**src/rtl/abcs_pkg.sv**
```systemverilog
// ----------------------------------------------------------------------------
// abcs_pkg
// Shared types, widths, register codes and reset values of the adaptive band
// copy scheduler.
// ----------------------------------------------------------------------------
`default_nettype none

package abcs_pkg;

  localparam int COORD_BITS_DEF = 14;
  localparam int KIND_W         = 2;
  localparam int ELAPSED_W      = 24;
  localparam int TARGET_W       = 16;
  localparam int OSB_W          = 14;
  localparam int BAND_W         = 9;
  localparam int CFG_IDX_W      = 3;
  localparam int CFG_DATA_W     = 16;
  localparam int DVD_W          = BAND_W + TARGET_W;

  localparam logic [TARGET_W-1:0] TARGET_RST     = 16'd1500;
  localparam logic [OSB_W-1:0]    ONE_SHOT_RST   = 14'd96;
  localparam logic [BAND_W-1:0]   START_BAND_RST = 9'd64;
  localparam logic [BAND_W-1:0]   MIN_BAND_RST   = 9'd16;
  localparam logic [BAND_W-1:0]   MAX_BAND_RST   = 9'd256;
  localparam logic [BAND_W-1:0]   STEP_FLOOR     = 9'd16;

  typedef enum logic [KIND_W-1:0] {
    KIND_BEGIN  = 2'd0,
    KIND_STEP   = 2'd1,
    KIND_TIMING = 2'd2,
    KIND_CANCEL = 2'd3
  } kind_t;

  typedef enum logic [CFG_IDX_W-1:0] {
    CFG_TARGET     = 3'd0,
    CFG_ONE_SHOT   = 3'd1,
    CFG_START_BAND = 3'd2,
    CFG_MIN_BAND   = 3'd3,
    CFG_MAX_BAND   = 3'd4
  } cfg_idx_t;

  typedef enum logic [1:0] {
    ST_IDLE,
    ST_LOAD,
    ST_DIV
  } st_t;

  typedef struct packed {
    logic [TARGET_W-1:0] chunk_target_us;
    logic [OSB_W-1:0]    one_shot_below;
    logic [BAND_W-1:0]   start_band;
    logic [BAND_W-1:0]   min_band;
    logic [BAND_W-1:0]   max_band;
  } cfg_t;

endpackage

`default_nettype wire

```
**src/rtl/adaptive_band_copy_scheduler_core.sv**
```systemverilog
// Begin, step, cancel and timing items with zero elapsed time or no band yet
//   give their result in the cycle after acceptance; busy stays low.
// An adapting timing item passes operand load, one divider iteration per
//   quotient bit, clamp and result, with busy high until the result; one item
//   a cycle otherwise. The result strobe lasts one cycle and cannot be stalled.
// Reset (synchronous, rst_n low) ends any job and loads register defaults.
// ----------------------------------------------------------------------------
// adaptive_band_copy_scheduler_core
// Splits a rectangle copy into row bands and adapts the band height to a
// time budget with an iterative divider.
// ----------------------------------------------------------------------------
`default_nettype none

module adaptive_band_copy_scheduler_core #(
  parameter int COORD_BITS = abcs_pkg::COORD_BITS_DEF
) (
  input  logic                            clk,
  input  logic                            rst_n,
  input  logic                            start,
  output logic                            busy,
  input  logic [abcs_pkg::KIND_W-1:0]     in_kind,
  input  logic [COORD_BITS-1:0]           in_rect_x,
  input  logic [COORD_BITS-1:0]           in_rect_y,
  input  logic [COORD_BITS-1:0]           in_rect_w,
  input  logic [COORD_BITS-1:0]           in_rect_h,
  input  logic [abcs_pkg::ELAPSED_W-1:0]  in_elapsed_us,
  output logic                            out_strobe,
  output logic                            out_copy_valid,
  output logic [COORD_BITS-1:0]           out_copy_x,
  output logic [COORD_BITS:0]             out_copy_y,
  output logic [COORD_BITS-1:0]           out_copy_w,
  output logic [COORD_BITS-1:0]           out_copy_h,
  output logic                            out_job_pending,
  input  logic                            cfg_valid,
  output logic                            cfg_ready,
  input  logic [abcs_pkg::CFG_IDX_W-1:0]  cfg_index,
  input  logic [abcs_pkg::CFG_DATA_W-1:0] cfg_data
);
  import abcs_pkg::*;

  localparam int Y_W   = COORD_BITS + 1;
  localparam int CMP_W = (COORD_BITS > OSB_W) ? COORD_BITS : OSB_W;

  cfg_t cfg;

  st_t state_r, state_nxt;

  logic                  live_r, live_nxt;
  logic [COORD_BITS-1:0] job_left_r, job_left_nxt;
  logic [COORD_BITS-1:0] job_top_r, job_top_nxt;
  logic [COORD_BITS-1:0] job_width_r, job_width_nxt;
  logic [COORD_BITS-1:0] job_height_r, job_height_nxt;
  logic [COORD_BITS-1:0] rows_done_r, rows_done_nxt;
  logic [BAND_W-1:0]     band_rows_r, band_rows_nxt;
  logic [BAND_W-1:0]     last_band_r, last_band_nxt;
  logic [DVD_W-1:0]      prod_r, prod_nxt;
  logic [ELAPSED_W-1:0]  el_r, el_nxt;

  logic                  out_strobe_r, out_strobe_nxt;
  logic                  out_valid_r, out_valid_nxt;
  logic [COORD_BITS-1:0] out_x_r, out_x_nxt;
  logic [Y_W-1:0]        out_y_r, out_y_nxt;
  logic [COORD_BITS-1:0] out_w_r, out_w_nxt;
  logic [COORD_BITS-1:0] out_h_r, out_h_nxt;
  logic                  out_pend_r, out_pend_nxt;

  logic                  accept;
  logic                  adapt;
  logic                  div_start;
  logic                  div_done;
  logic [DVD_W-1:0]      div_quo;

  logic                  short_rect;
  logic [BAND_W-1:0]     start_cut;
  logic [BAND_W-1:0]     floor_band;
  logic [Y_W-1:0]        step_sum;
  logic                  no_rows;
  logic                  trim;
  logic [COORD_BITS-1:0] rows_left;
  logic [BAND_W-1:0]     step_band;
  logic [COORD_BITS-1:0] step_done;
  logic                  step_live;
  logic [Y_W-1:0]        step_y;
  logic [DVD_W-1:0]      mult;
  logic [DVD_W-1:0]      clamp_lo;
  logic [DVD_W-1:0]      clamp_hi;

  abcs_cfg u_cfg (
    .clk       (clk),
    .rst_n     (rst_n),
    .cfg_valid (cfg_valid),
    .cfg_ready (cfg_ready),
    .cfg_index (cfg_index),
    .cfg_data  (cfg_data),
    .cfg       (cfg)
  );

  abcs_div u_div (
    .clk      (clk),
    .rst_n    (rst_n),
    .start    (div_start),
    .dividend (prod_r),
    .divisor  (el_r),
    .done     (div_done),
    .quotient (div_quo)
  );

  assign accept    = start && (state_r == ST_IDLE);
  assign adapt     = (in_elapsed_us != '0) && (last_band_r != '0);
  assign div_start = (state_r == ST_LOAD);

  // begin item
  assign short_rect = CMP_W'(in_rect_h) < CMP_W'(cfg.one_shot_below);
  assign start_cut  = (COORD_BITS'(cfg.start_band) > in_rect_h) ?
                      in_rect_h[BAND_W-1:0] : cfg.start_band;

  // step item
  assign floor_band = (band_rows_r < STEP_FLOOR) ? STEP_FLOOR : band_rows_r;
  assign step_sum   = Y_W'(rows_done_r) + Y_W'(floor_band);
  assign no_rows    = rows_done_r >= job_height_r;
  assign trim       = step_sum > Y_W'(job_height_r);
  assign rows_left  = job_height_r - rows_done_r;
  assign step_band  = trim ? rows_left[BAND_W-1:0] : floor_band;
  assign step_done  = rows_done_r + COORD_BITS'(step_band);
  assign step_live  = !(step_done >= job_height_r);
  assign step_y     = Y_W'(job_top_r) + Y_W'(rows_done_r);

  // timing item: product, then clamp of the quotient (lower bound first)
  assign mult     = DVD_W'(last_band_r) * DVD_W'(cfg.chunk_target_us);
  assign clamp_lo = (div_quo < DVD_W'(cfg.min_band)) ? DVD_W'(cfg.min_band) : div_quo;
  assign clamp_hi = (clamp_lo > DVD_W'(cfg.max_band)) ? DVD_W'(cfg.max_band) : clamp_lo;

  always_comb begin
    state_nxt = state_r;
    case (state_r)
      ST_IDLE: begin
        if (accept && (kind_t'(in_kind) == KIND_TIMING) && adapt) state_nxt = ST_LOAD;
      end
      ST_LOAD: state_nxt = ST_DIV;
      ST_DIV: begin
        if (div_done) state_nxt = ST_IDLE;
      end
      default: state_nxt = ST_IDLE;
    endcase
  end

  always_comb begin
    live_nxt       = live_r;
    job_left_nxt   = job_left_r;
    job_top_nxt    = job_top_r;
    job_width_nxt  = job_width_r;
    job_height_nxt = job_height_r;
    rows_done_nxt  = rows_done_r;
    band_rows_nxt  = band_rows_r;
    last_band_nxt  = last_band_r;
    prod_nxt       = prod_r;
    el_nxt         = el_r;
    out_strobe_nxt = 1'b0;
    out_valid_nxt  = out_valid_r;
    out_x_nxt      = out_x_r;
    out_y_nxt      = out_y_r;
    out_w_nxt      = out_w_r;
    out_h_nxt      = out_h_r;
    out_pend_nxt   = out_pend_r;

    case (state_r)
      ST_IDLE: begin
        if (accept) begin
          out_strobe_nxt = 1'b1;
          out_valid_nxt  = 1'b0;
          out_x_nxt      = '0;
          out_y_nxt      = '0;
          out_w_nxt      = '0;
          out_h_nxt      = '0;
          out_pend_nxt   = live_r;
          case (kind_t'(in_kind))
            KIND_BEGIN: begin
              if (short_rect) begin
                out_valid_nxt = 1'b1;
                out_x_nxt     = in_rect_x;
                out_y_nxt     = Y_W'(in_rect_y);
                out_w_nxt     = in_rect_w;
                out_h_nxt     = in_rect_h;
              end else begin
                job_left_nxt   = in_rect_x;
                job_top_nxt    = in_rect_y;
                job_width_nxt  = in_rect_w;
                job_height_nxt = in_rect_h;
                rows_done_nxt  = '0;
                band_rows_nxt  = start_cut;
                last_band_nxt  = '0;
                live_nxt       = 1'b1;
                out_pend_nxt   = 1'b1;
              end
            end
            KIND_STEP: begin
              if (live_r && no_rows) begin
                live_nxt     = 1'b0;
                out_pend_nxt = 1'b0;
              end else if (live_r) begin
                rows_done_nxt = step_done;
                last_band_nxt = step_band;
                live_nxt      = step_live;
                out_pend_nxt  = step_live;
                out_valid_nxt = 1'b1;
                out_x_nxt     = job_left_r;
                out_y_nxt     = step_y;
                out_w_nxt     = job_width_r;
                out_h_nxt     = COORD_BITS'(step_band);
              end
            end
            KIND_TIMING: begin
              if (adapt) begin
                // hold the result until the divider finishes
                out_strobe_nxt = 1'b0;
                prod_nxt       = mult;
                el_nxt         = in_elapsed_us;
              end
            end
            KIND_CANCEL: begin
              live_nxt     = 1'b0;
              out_pend_nxt = 1'b0;
            end
            default: live_nxt = live_r;
          endcase
        end
      end
      ST_DIV: begin
        if (div_done) begin
          band_rows_nxt  = clamp_hi[BAND_W-1:0];
          out_strobe_nxt = 1'b1;
          out_valid_nxt  = 1'b0;
          out_x_nxt      = '0;
          out_y_nxt      = '0;
          out_w_nxt      = '0;
          out_h_nxt      = '0;
          out_pend_nxt   = live_r;
        end
      end
      default: out_strobe_nxt = 1'b0;
    endcase
  end

  always_ff @(posedge clk) begin
    if (!rst_n) begin
      state_r      <= ST_IDLE;
      live_r       <= 1'b0;
      job_left_r   <= '0;
      job_top_r    <= '0;
      job_width_r  <= '0;
      job_height_r <= '0;
      rows_done_r  <= '0;
      band_rows_r  <= START_BAND_RST;
      last_band_r  <= '0;
      out_strobe_r <= 1'b0;
    end else begin
      state_r      <= state_nxt;
      live_r       <= live_nxt;
      job_left_r   <= job_left_nxt;
      job_top_r    <= job_top_nxt;
      job_width_r  <= job_width_nxt;
      job_height_r <= job_height_nxt;
      rows_done_r  <= rows_done_nxt;
      band_rows_r  <= band_rows_nxt;
      last_band_r  <= last_band_nxt;
      out_strobe_r <= out_strobe_nxt;
    end
  end

  always_ff @(posedge clk) begin
    prod_r      <= prod_nxt;
    el_r        <= el_nxt;
    out_valid_r <= out_valid_nxt;
    out_x_r     <= out_x_nxt;
    out_y_r     <= out_y_nxt;
    out_w_r     <= out_w_nxt;
    out_h_r     <= out_h_nxt;
    out_pend_r  <= out_pend_nxt;
  end

  assign busy            = (state_r != ST_IDLE);
  assign out_strobe      = out_strobe_r;
  assign out_copy_valid  = out_valid_r;
  assign out_copy_x      = out_x_r;
  assign out_copy_y      = out_y_r;
  assign out_copy_w      = out_w_r;
  assign out_copy_h      = out_h_r;
  assign out_job_pending = out_pend_r;

endmodule

`default_nettype wire

```
**src/rtl/abcs_cfg.sv**
```systemverilog
// ----------------------------------------------------------------------------
// abcs_cfg
// Configuration register bank; one register written per transaction.
// ----------------------------------------------------------------------------
`default_nettype none

module abcs_cfg (
  input  logic                              clk,
  input  logic                              rst_n,
  input  logic                              cfg_valid,
  output logic                              cfg_ready,
  input  logic [abcs_pkg::CFG_IDX_W-1:0]    cfg_index,
  input  logic [abcs_pkg::CFG_DATA_W-1:0]   cfg_data,
  output abcs_pkg::cfg_t                    cfg
);
  import abcs_pkg::*;

  cfg_t cfg_r, cfg_nxt;

  assign cfg_ready = 1'b1;
  assign cfg       = cfg_r;

  always_comb begin
    cfg_nxt = cfg_r;
    if (cfg_valid) begin
      case (cfg_idx_t'(cfg_index))
        CFG_TARGET:     cfg_nxt.chunk_target_us = cfg_data[TARGET_W-1:0];
        CFG_ONE_SHOT:   cfg_nxt.one_shot_below  = cfg_data[OSB_W-1:0];
        CFG_START_BAND: cfg_nxt.start_band      = cfg_data[BAND_W-1:0];
        CFG_MIN_BAND:   cfg_nxt.min_band        = cfg_data[BAND_W-1:0];
        CFG_MAX_BAND:   cfg_nxt.max_band        = cfg_data[BAND_W-1:0];
        default:        cfg_nxt = cfg_r;
      endcase
    end
  end

  always_ff @(posedge clk) begin
    if (!rst_n) begin
      cfg_r.chunk_target_us <= TARGET_RST;
      cfg_r.one_shot_below  <= ONE_SHOT_RST;
      cfg_r.start_band      <= START_BAND_RST;
      cfg_r.min_band        <= MIN_BAND_RST;
      cfg_r.max_band        <= MAX_BAND_RST;
    end else begin
      cfg_r <= cfg_nxt;
    end
  end

endmodule

`default_nettype wire

```
**src/rtl/abcs_div.sv**
```systemverilog
// ----------------------------------------------------------------------------
// abcs_div
// Restoring divider, one quotient bit per cycle.
// ----------------------------------------------------------------------------
`default_nettype none

module abcs_div (
  input  logic                           clk,
  input  logic                           rst_n,
  input  logic                           start,
  input  logic [abcs_pkg::DVD_W-1:0]     dividend,
  input  logic [abcs_pkg::ELAPSED_W-1:0] divisor,
  output logic                           done,
  output logic [abcs_pkg::DVD_W-1:0]     quotient
);
  import abcs_pkg::*;

  localparam int CNT_W = $clog2(DVD_W + 1);

  logic [DVD_W-1:0]     quo_r, quo_nxt;
  logic [ELAPSED_W-1:0] rem_r, rem_nxt;
  logic [ELAPSED_W-1:0] dvs_r, dvs_nxt;
  logic [CNT_W-1:0]     cnt_r, cnt_nxt;
  logic                 done_r, done_nxt;

  logic [ELAPSED_W:0]   shifted;
  logic [ELAPSED_W:0]   diff;
  logic                 fits;

  assign shifted = {rem_r, quo_r[DVD_W-1]};
  assign diff    = shifted - {1'b0, dvs_r};
  assign fits    = shifted >= {1'b0, dvs_r};

  always_comb begin
    quo_nxt  = quo_r;
    rem_nxt  = rem_r;
    dvs_nxt  = dvs_r;
    cnt_nxt  = cnt_r;
    done_nxt = 1'b0;
    if (start) begin
      quo_nxt = dividend;
      rem_nxt = '0;
      dvs_nxt = divisor;
      cnt_nxt = CNT_W'(DVD_W);
    end else if (cnt_r != '0) begin
      // shift in the next dividend bit, subtract when it fits
      rem_nxt  = fits ? diff[ELAPSED_W-1:0] : shifted[ELAPSED_W-1:0];
      quo_nxt  = {quo_r[DVD_W-2:0], fits};
      cnt_nxt  = cnt_r - CNT_W'(1);
      done_nxt = (cnt_r == CNT_W'(1));
    end
  end

  always_ff @(posedge clk) begin
    if (!rst_n) begin
      cnt_r  <= '0;
      done_r <= 1'b0;
    end else begin
      cnt_r  <= cnt_nxt;
      done_r <= done_nxt;
    end
  end

  always_ff @(posedge clk) begin
    quo_r <= quo_nxt;
    rem_r <= rem_nxt;
    dvs_r <= dvs_nxt;
  end

  assign done     = done_r;
  assign quotient = quo_r;

endmodule

`default_nettype wire

```
**config.mk**
```make
export PLATFORM = sky130hd
export DESIGN_NAME = adaptive_band_copy_scheduler_core
export DESIGN_NICKNAME = d
export VERILOG_FILES = /design/src/rtl/abcs_pkg.sv /design/src/rtl/adaptive_band_copy_scheduler_core.sv /design/src/rtl/abcs_cfg.sv /design/src/rtl/abcs_div.sv
export SDC_FILE = /design/constraint.sdc
export NUM_CORES = 1
export LEC_CHECK = 0
export BUFFER_PORTS_ARGS = -buffer_cell sky130_fd_sc_hd__buf_2
export CAP_MARGIN = 20
export CORE_MARGIN = 4
export CORE_UTILIZATION = 40
export DETAILED_ROUTE_END_ITERATION = 10
export GPL_TIMING_DRIVEN = 1
export PLACE_DENSITY = 0.55
export SYNTH_ARGS = -nofsm -noshare
export SYNTH_HDL_FRONTEND = slang
export SYNTH_SLANG_ARGS = --single-unit
```
**constraint.sdc**
```tcl
create_clock -name clk -period 8.3 [get_ports clk]
set_input_delay 0.415 -clock clk [delete_from_list [all_inputs] [get_ports clk]]
set_output_delay 0.415 -clock clk [all_outputs]
set_load 0.02 [all_outputs]
```
==> After elaboration in Yosys (flattened, before gate mapping) <==
Index checks and enable logic that the tools add are counted.
{ "totals": {"ram_bits": 0, "inputBits": 105, "ff_bits": 336, "latchBits": 0, "mem_count": 0, "rom_bits": 0} }
{ "op_classes": {"div_mod_pow": 0, "n_reduce_logical": 30, "shift": 0, "magnitude_cmp": 9, "bitwise": 3, "multipliers": 1, "n_mux": 71, "addsub": 6, "n_eq_ne": 18} }
{ "ops": {"columns": ["cell", "count"], "rows": [
  ["14-bit 2-to-1 mux", 15],
  ["14-bit one-hot mux with 2 select lines", 7],
  ["9-bit 2-to-1 mux", 13],
  ["25-bit 2-to-1 mux", 3],
  ["15-bit 2-to-1 mux", 4],
  ["15-bit one-hot mux with 2 select lines", 2],
  ["9-bit one-hot mux with 2 select lines", 2],
  ["14-bit >= comparator", 2],
  ["25-bit by 24-bit >= comparator with 1-bit output", 1],
  ["25-bit by 9-bit greater-than comparator with 1-bit output", 1],
  ["25-bit by 9-bit less-than comparator with 1-bit output", 1],
  ["9-bit by 16-bit multiplier with 25-bit output", 1],
  ["24-bit 2-to-1 mux", 1],
  ["24-bit nonzero test", 1],
  ["24-bit subtractor", 1],
  ["14-bit by 14-bit adder with 15-bit output", 1],
  ["14-bit by 9-bit adder with 15-bit output", 1],
  ["15-bit by 14-bit greater-than comparator with 1-bit output", 1],
  ["14-bit by 9-bit adder with 14-bit output", 1],
  ["9-bit by 14-bit greater-than comparator with 1-bit output", 1],
  ["14-bit less-than comparator", 1],
  ["1-bit 2-to-1 mux", 14],
  ["2-bit AND reduction", 7],
  ["5-bit 2-to-1 mux", 2],
  ["29 further kinds", 54]
]} }

==> Logic depth before layout (Yosys ltp) <==
{ "logic_depth": {"depth_word": 13, "ltp_mapped": 40, "mapped_depth_nobuf": 39} }

==> By module <==
From an unflattened synthesis, not the netlist that was laid out.
{ "unflattened": {"hier_cells": 2385, "hier_area_um2": 22788.1} }
{ "modules_own_cells": {"columns": ["module", "cells_each", "area_each_um2", "n_inst", "seq_area_each_um2"], "rows": [
  ["adaptive_band_copy_scheduler_core", 1693, 15864.0, 1, 5084.9],
  ["abcs_div", 473, 4705.8, 1, 2072.0],
  ["abcs_cfg", 219, 2218.4, 1, 1141.1]
]} }

==> Worst setup path before layout <==
Ideal clock, no wire load.
{ "synth_path": {"path_type": "register to register", "startpoint": "register band_rows_r[5]", "endpoint": "register out_pend_r (netlist: out_job_pending), data pin", "slack_ns": 0.814, "setup_time_ns": 0.276, "required_time_ns": 8.024, "period_less_slack_ns": 7.486, "arrival_ns": 7.210, "path_stages_with_launch": 38, "path_cell_list": "dfxtp_1 -> buf_6 -> or4_1 -> or2_4 -> and2_1 -> ha_1 -> a21o_1 -> a21o_1 -> maj3_1 -> o2bb2ai_1 -> a41o_1 -> a21o_1 -> nand3_1 -> xnor2_1 -> ha_1 -> nand2_1 -> nor2_1 -> o2111ai_1 -> [... 2 more ...] -> o31ai_4 -> mux2_4 -> ha_1 -> a21o_1 -> a211oi_1 -> nor2_1 -> o41ai_1 -> o21a_1 -> nor2_1 -> xnor2_1 -> ha_1 -> nand4_1 -> nor2_1 -> a21oi_1 -> a211oi_1 -> nor2_1 -> o21ai_0 -> a41oi_1"} }
{ "synth_between": {"elab_chain_cells": 13} }
{ "synth_lines": {"columns": ["item", "line", "text"], "rows": [
  ["start, declared", "adaptive_band_copy_scheduler_core.sv:54", "logic [BAND_W-1:0] band_rows_r, band_rows_nxt;"],
  ["start signal, assigned", "adaptive_band_copy_scheduler_core.sv:264", "band_rows_r <= band_rows_nxt;"],
  ["9-bit by 5-bit less-than comparator with 1-bit output", "adaptive_band_copy_scheduler_core.sv:118", "assign floor_band = (band_rows_r < STEP_FLOOR) ? STEP_FLOOR : band_rows_r;"],
  ["9-bit 2-to-1 mux *", "adaptive_band_copy_scheduler_core.sv:118", null],
  ["14-bit by 9-bit adder with 15-bit output", "adaptive_band_copy_scheduler_core.sv:119", "assign step_sum = Y_W'(rows_done_r) + Y_W'(floor_band);"],
  ["15-bit by 14-bit greater-than comparator with 1-bit output", "adaptive_band_copy_scheduler_core.sv:121", "assign trim = step_sum > Y_W'(job_height_r);"],
  ["9-bit 2-to-1 mux *", "adaptive_band_copy_scheduler_core.sv:123", "assign step_band = trim ? rows_left[BAND_W-1:0] : floor_band;"],
  ["14-bit by 9-bit adder with 14-bit output *", "adaptive_band_copy_scheduler_core.sv:124", "assign step_done = rows_done_r + COORD_BITS'(step_band);"],
  ["14-bit >= comparator *", "adaptive_band_copy_scheduler_core.sv:125", "assign step_live = !(step_done >= job_height_r);"],
  ["1-bit zero test *", "adaptive_band_copy_scheduler_core.sv:125", null],
  ["1-bit 2-to-1 mux *", "adaptive_band_copy_scheduler_core.sv:200", "end else if (live_r) begin"],
  ["1-bit 2-to-1 mux *", "adaptive_band_copy_scheduler_core.sv:197", "if (live_r && no_rows) begin"],
  ["1-bit one-hot mux with 3 select lines *", "adaptive_band_copy_scheduler_core.sv:176", "case (kind_t'(in_kind))"],
  ["1-bit 2-to-1 mux *", "adaptive_band_copy_scheduler_core.sv:168", "if (accept) begin"],
  ["1-bit one-hot mux with 2 select lines *", "adaptive_band_copy_scheduler_core.sv:166", "case (state_r)"],
  ["via out_pend_nxt", "adaptive_band_copy_scheduler_core.sv:65", "logic out_pend_r, out_pend_nxt;"],
  ["end signal, assigned", "adaptive_band_copy_scheduler_core.sv:278", "out_pend_r <= out_pend_nxt;"],
  ["end, declared", "adaptive_band_copy_scheduler_core.sv:65", null]
]} }
Mark *: on every way through the listed nets, which the timed path passes. The rest lies on a longest branch. The select of a mux whose other input is x is not followed.
A chain may end at the register's enable or synchronous reset.

==> Worst setup path after layout <==
Ends and elaborated chain as after synthesis.

==> summary.txt <==
Run status
  • Status: complete, no violations

Clock tree
  • Root buf cell: clkbuf_16
  • Cts hold-fix bufs: 0
  • CTS tree: done
  • H-tree lvl count: 2
  • CTS Sinks: 336
  • Clock buffer depth: 3
  • Worst-path clk slew: 0.06 ns
  • Num CTS Buffers: 40
  • Clk_lat worst skew: 0.57 ns

Die
  • Die H: 244 µm
  • Num ports: 167
  • Die area: 59300 µm²
  • Starting density of the core: 40.4%
  • Cell row count: 86
  • Die Span X: 244 µm
  • CORE AREA: 55000 µm²

STA
  • Final-report setup violation count: 0
  • Final Hold Vio Count: 0
  • Max transition margin: 30.0%
  • Tcrit/Tclk final: 93.7%
  • Post-route minimum period: 7.78 ns
  • Worst Tran Pin Value: 1.05 ns
  • PnR worst setup slack: 0.522 ns
  • Final Skew: 0.0186 ns
  • Maximum clock frequency: 129 MHz
  • Fin. max-slew vios: 0

Synth
  • Area leader, netlist: edfxtp_1
  • Syn nets: 2851
  • Syn avg cell area: 9.05 µm²
  • Post-synth EDFFs: 157
  • Cells after Synth: 2451
  • Syn Std Cell Area: 22200 µm²
  • Synth cell types: 77
  • Cell with the most instances after synthesis: nand2_1
  • Top post-synthesis cells by count: nand2_1, a21oi_1, inv_1
  • Yosys top cell area share: 21.2%
  • Synth Register Bits: 336
  • Sequential share of the synthesized area: 37.4%
  • Yosys warning count: 0
  • Synth top area cells: edfxtp_1, dfxtp_1, ha_1
  • Post-synth top flop: dfxtp_1
  • Ys async rst share: 0%

Layout
  • Fillers: 5363
  • Design area: 25200 µm²
  • Layout Nets: 2973
  • Syn-to-layout area delta: 13.6%
  • Fraction of layout cells with a size suffix above 1: 11.9%

Power and ir drop
  • Leak: 11.0 nW
  • Cell Pwr Density: 209 nW/µm²
  • Max VDD drop: 0.000129 V

Placement
  • Port Buffers: 165
  • GP Congestion: 0.911
  • Area after DPL: 23800 µm²
  • Detailed placement HPWL: 44600 µm
  • Dpl ws: 0.318 ns

Global routing
  • First-pass GRT wire length: 96800 µm
  • GRT Overall Usage: 20.2%
  • Initial antenna violation count: 4
  • Largest net degree at the start of global routing: 80
  • GRT overflow: 0
  • Vias in the first global route: 17600

Hold path
  • Worst hold path class: input port to flip-flop

Route
  • DRT iter0 DRCs: 1087
  • Via/cell ratio: 5.29
  • DRC: 0
  • Drt wl/cell: 18.1 µm
  • Drt pass-1 iters: 7
  • DRT antenna net count: 0
  • Routed wire length: 60800 µm
  • Vias: 17800

Critical path
  • Max stage delay on crit path: 0.53 ns
  • Setup crit start kind: flip-flop
  • Max FO, Critical Path: 3
  • Crit path capture type: flip-flop
  • Worst Path Required: 8.59 ns
  • CP Class: flip-flop to flip-flop
  • CP Data Arrival Time: 8.07 ns
  • Crit path max-delay cell type: or4_1

Job
  • Max cap viols: 0
[registers in the layout (all words and copies together), names as in the netlist, 9 cells and up]
signal          flops
out_copy_w         14
u_div.dvs_r        24
job_width_r        14
prod_r             25
last_band_r         9
band_rows_r         9
job_left_r         14
job_top_r          14
out_copy_x         14
u_cfg.cfg          57
rows_done_r        14
out_copy_h         14
u_div.rem_r        24
out_copy_y         15
u_div.quotient     25
job_height_r       14
el_r               24
[cell families after synthesis]
| kind of cell | count (synthesis) | synth area share (%) |
|---|---|---|
| multiplexers | 29 | 1.46 |
| buffers and inverters | 336 | 5.75 |
| AO/OA/AOI/OAI | 516 | 14.8 |
| other | 1 | 0.0169 |
| XOR/XNOR | 79 | 3.12 |
| AND/OR/NAND/NOR | 856 | 17.2 |
| adder cells (fa/ha/maj) | 298 | 20.3 |
| flip-flops | 336 | 37.4 |
[metal layers]
layer	wire, µm	up-vias	track usage [%]
li1	-	8640	-
met1	29000	8633	29.0
met2	27600	414	32.4
met3	3030	67	2.87
met4	1200	0	5.08
met5	0	-	0
[path summary, 6_finish.rpt]
path	end	slack, ns	depth (start not counted)	startpoint
worst max-delay path	out_job_pending	0.52	38	band_rows_r[5]
worst min-delay path	el_r[2]	0.04	1	in_elapsed_us[2]
worst max register to register	out_job_pending	0.52	38	band_rows_r[5]
worst min register to register	u_div.dvs_r[8]	0.42	0	el_r[8]
[power by group]
part           internal (W)  leakage (nW)  switching [W]
clock               0.00106         0.653       0.000745
combinational      0.000550          7.33       0.000828
sequential          0.00196          3.04       0.000140
[critical path, delay by kind of cell (launching register included)]
| kind | cells | cell delay (ns) |
|---|---|---|
| AO/OA/AOI/OAI | 17 | 2.92 |
| AND/OR/NAND/NOR | 10 | 1.64 |
| adder cells (fa/ha/maj) | 5 | 1.52 |
| buffers and inverters | 3 | 0.42 |
| multiplexers | 1 | 0.35 |
| flip-flops | 1 | 0.30 |
| XOR/XNOR | 2 | 0.30 |
[per-stage QoR]
step	power, W	hold slack [ns]	instances	TNS [ns]	utilization (%)
after floorplan	0.00312	0.400	2451	0	-
after global placement	0.00346	0.403	3274	0	43.2
after detailed placement	0.00350	0.405	3274	0	43.2
after CTS	0.00533	0.00354	3348	0	45.6
after global routing	0.00560	0.0126	3357	-0.0325	45.9
final	0.00528	0.0400	3357	0	45.9
[cell type report]
class                           instances  area [µm²]  share of cell area [%]
Timing Repair Buffer                  202        1120                    4.46
Sequential cell                       336        8300                    32.9
Multi-Input combinational cell       1779       12700                    50.4
Antenna cell                            4        10.0                  0.0397
Inverter                              214         806                    3.20
Clock inverter                         23         249                   0.987
Clock buffer                           51        1080                    4.30
Tap cell                              748         936                    3.71
[cell usage in the layout (no fill, tap or decap), drive strengths merged, types with 8 or more instances in the layout]
cell type,n
a21o,37
o2111ai,8
fa,104
clkinv,14
o21a,18
ha,191
dfxtp,179
nor2b,17
o211ai,11
xor2,24
and3,12
nor4,14
a211oi,13
nand2,448
and2,84
inv,217
nor3,29
buf,201
mux2i,20
xnor2,55
o21ai,77
o221a,8
nor2,141
mux2,9
a21oi,216
a31o,11
nand3,54
clkbuf,52
a22o,11
edfxtp,157
a22oi,40
nand4,16
nand2b,18
[repair_timing]
item                                    CTS  global route
endpoints found under the setup margin    0             2
resized for setup                         0            13
setup buffers                             0             4
Note: power is estimated with default switching activity, not from simulation.
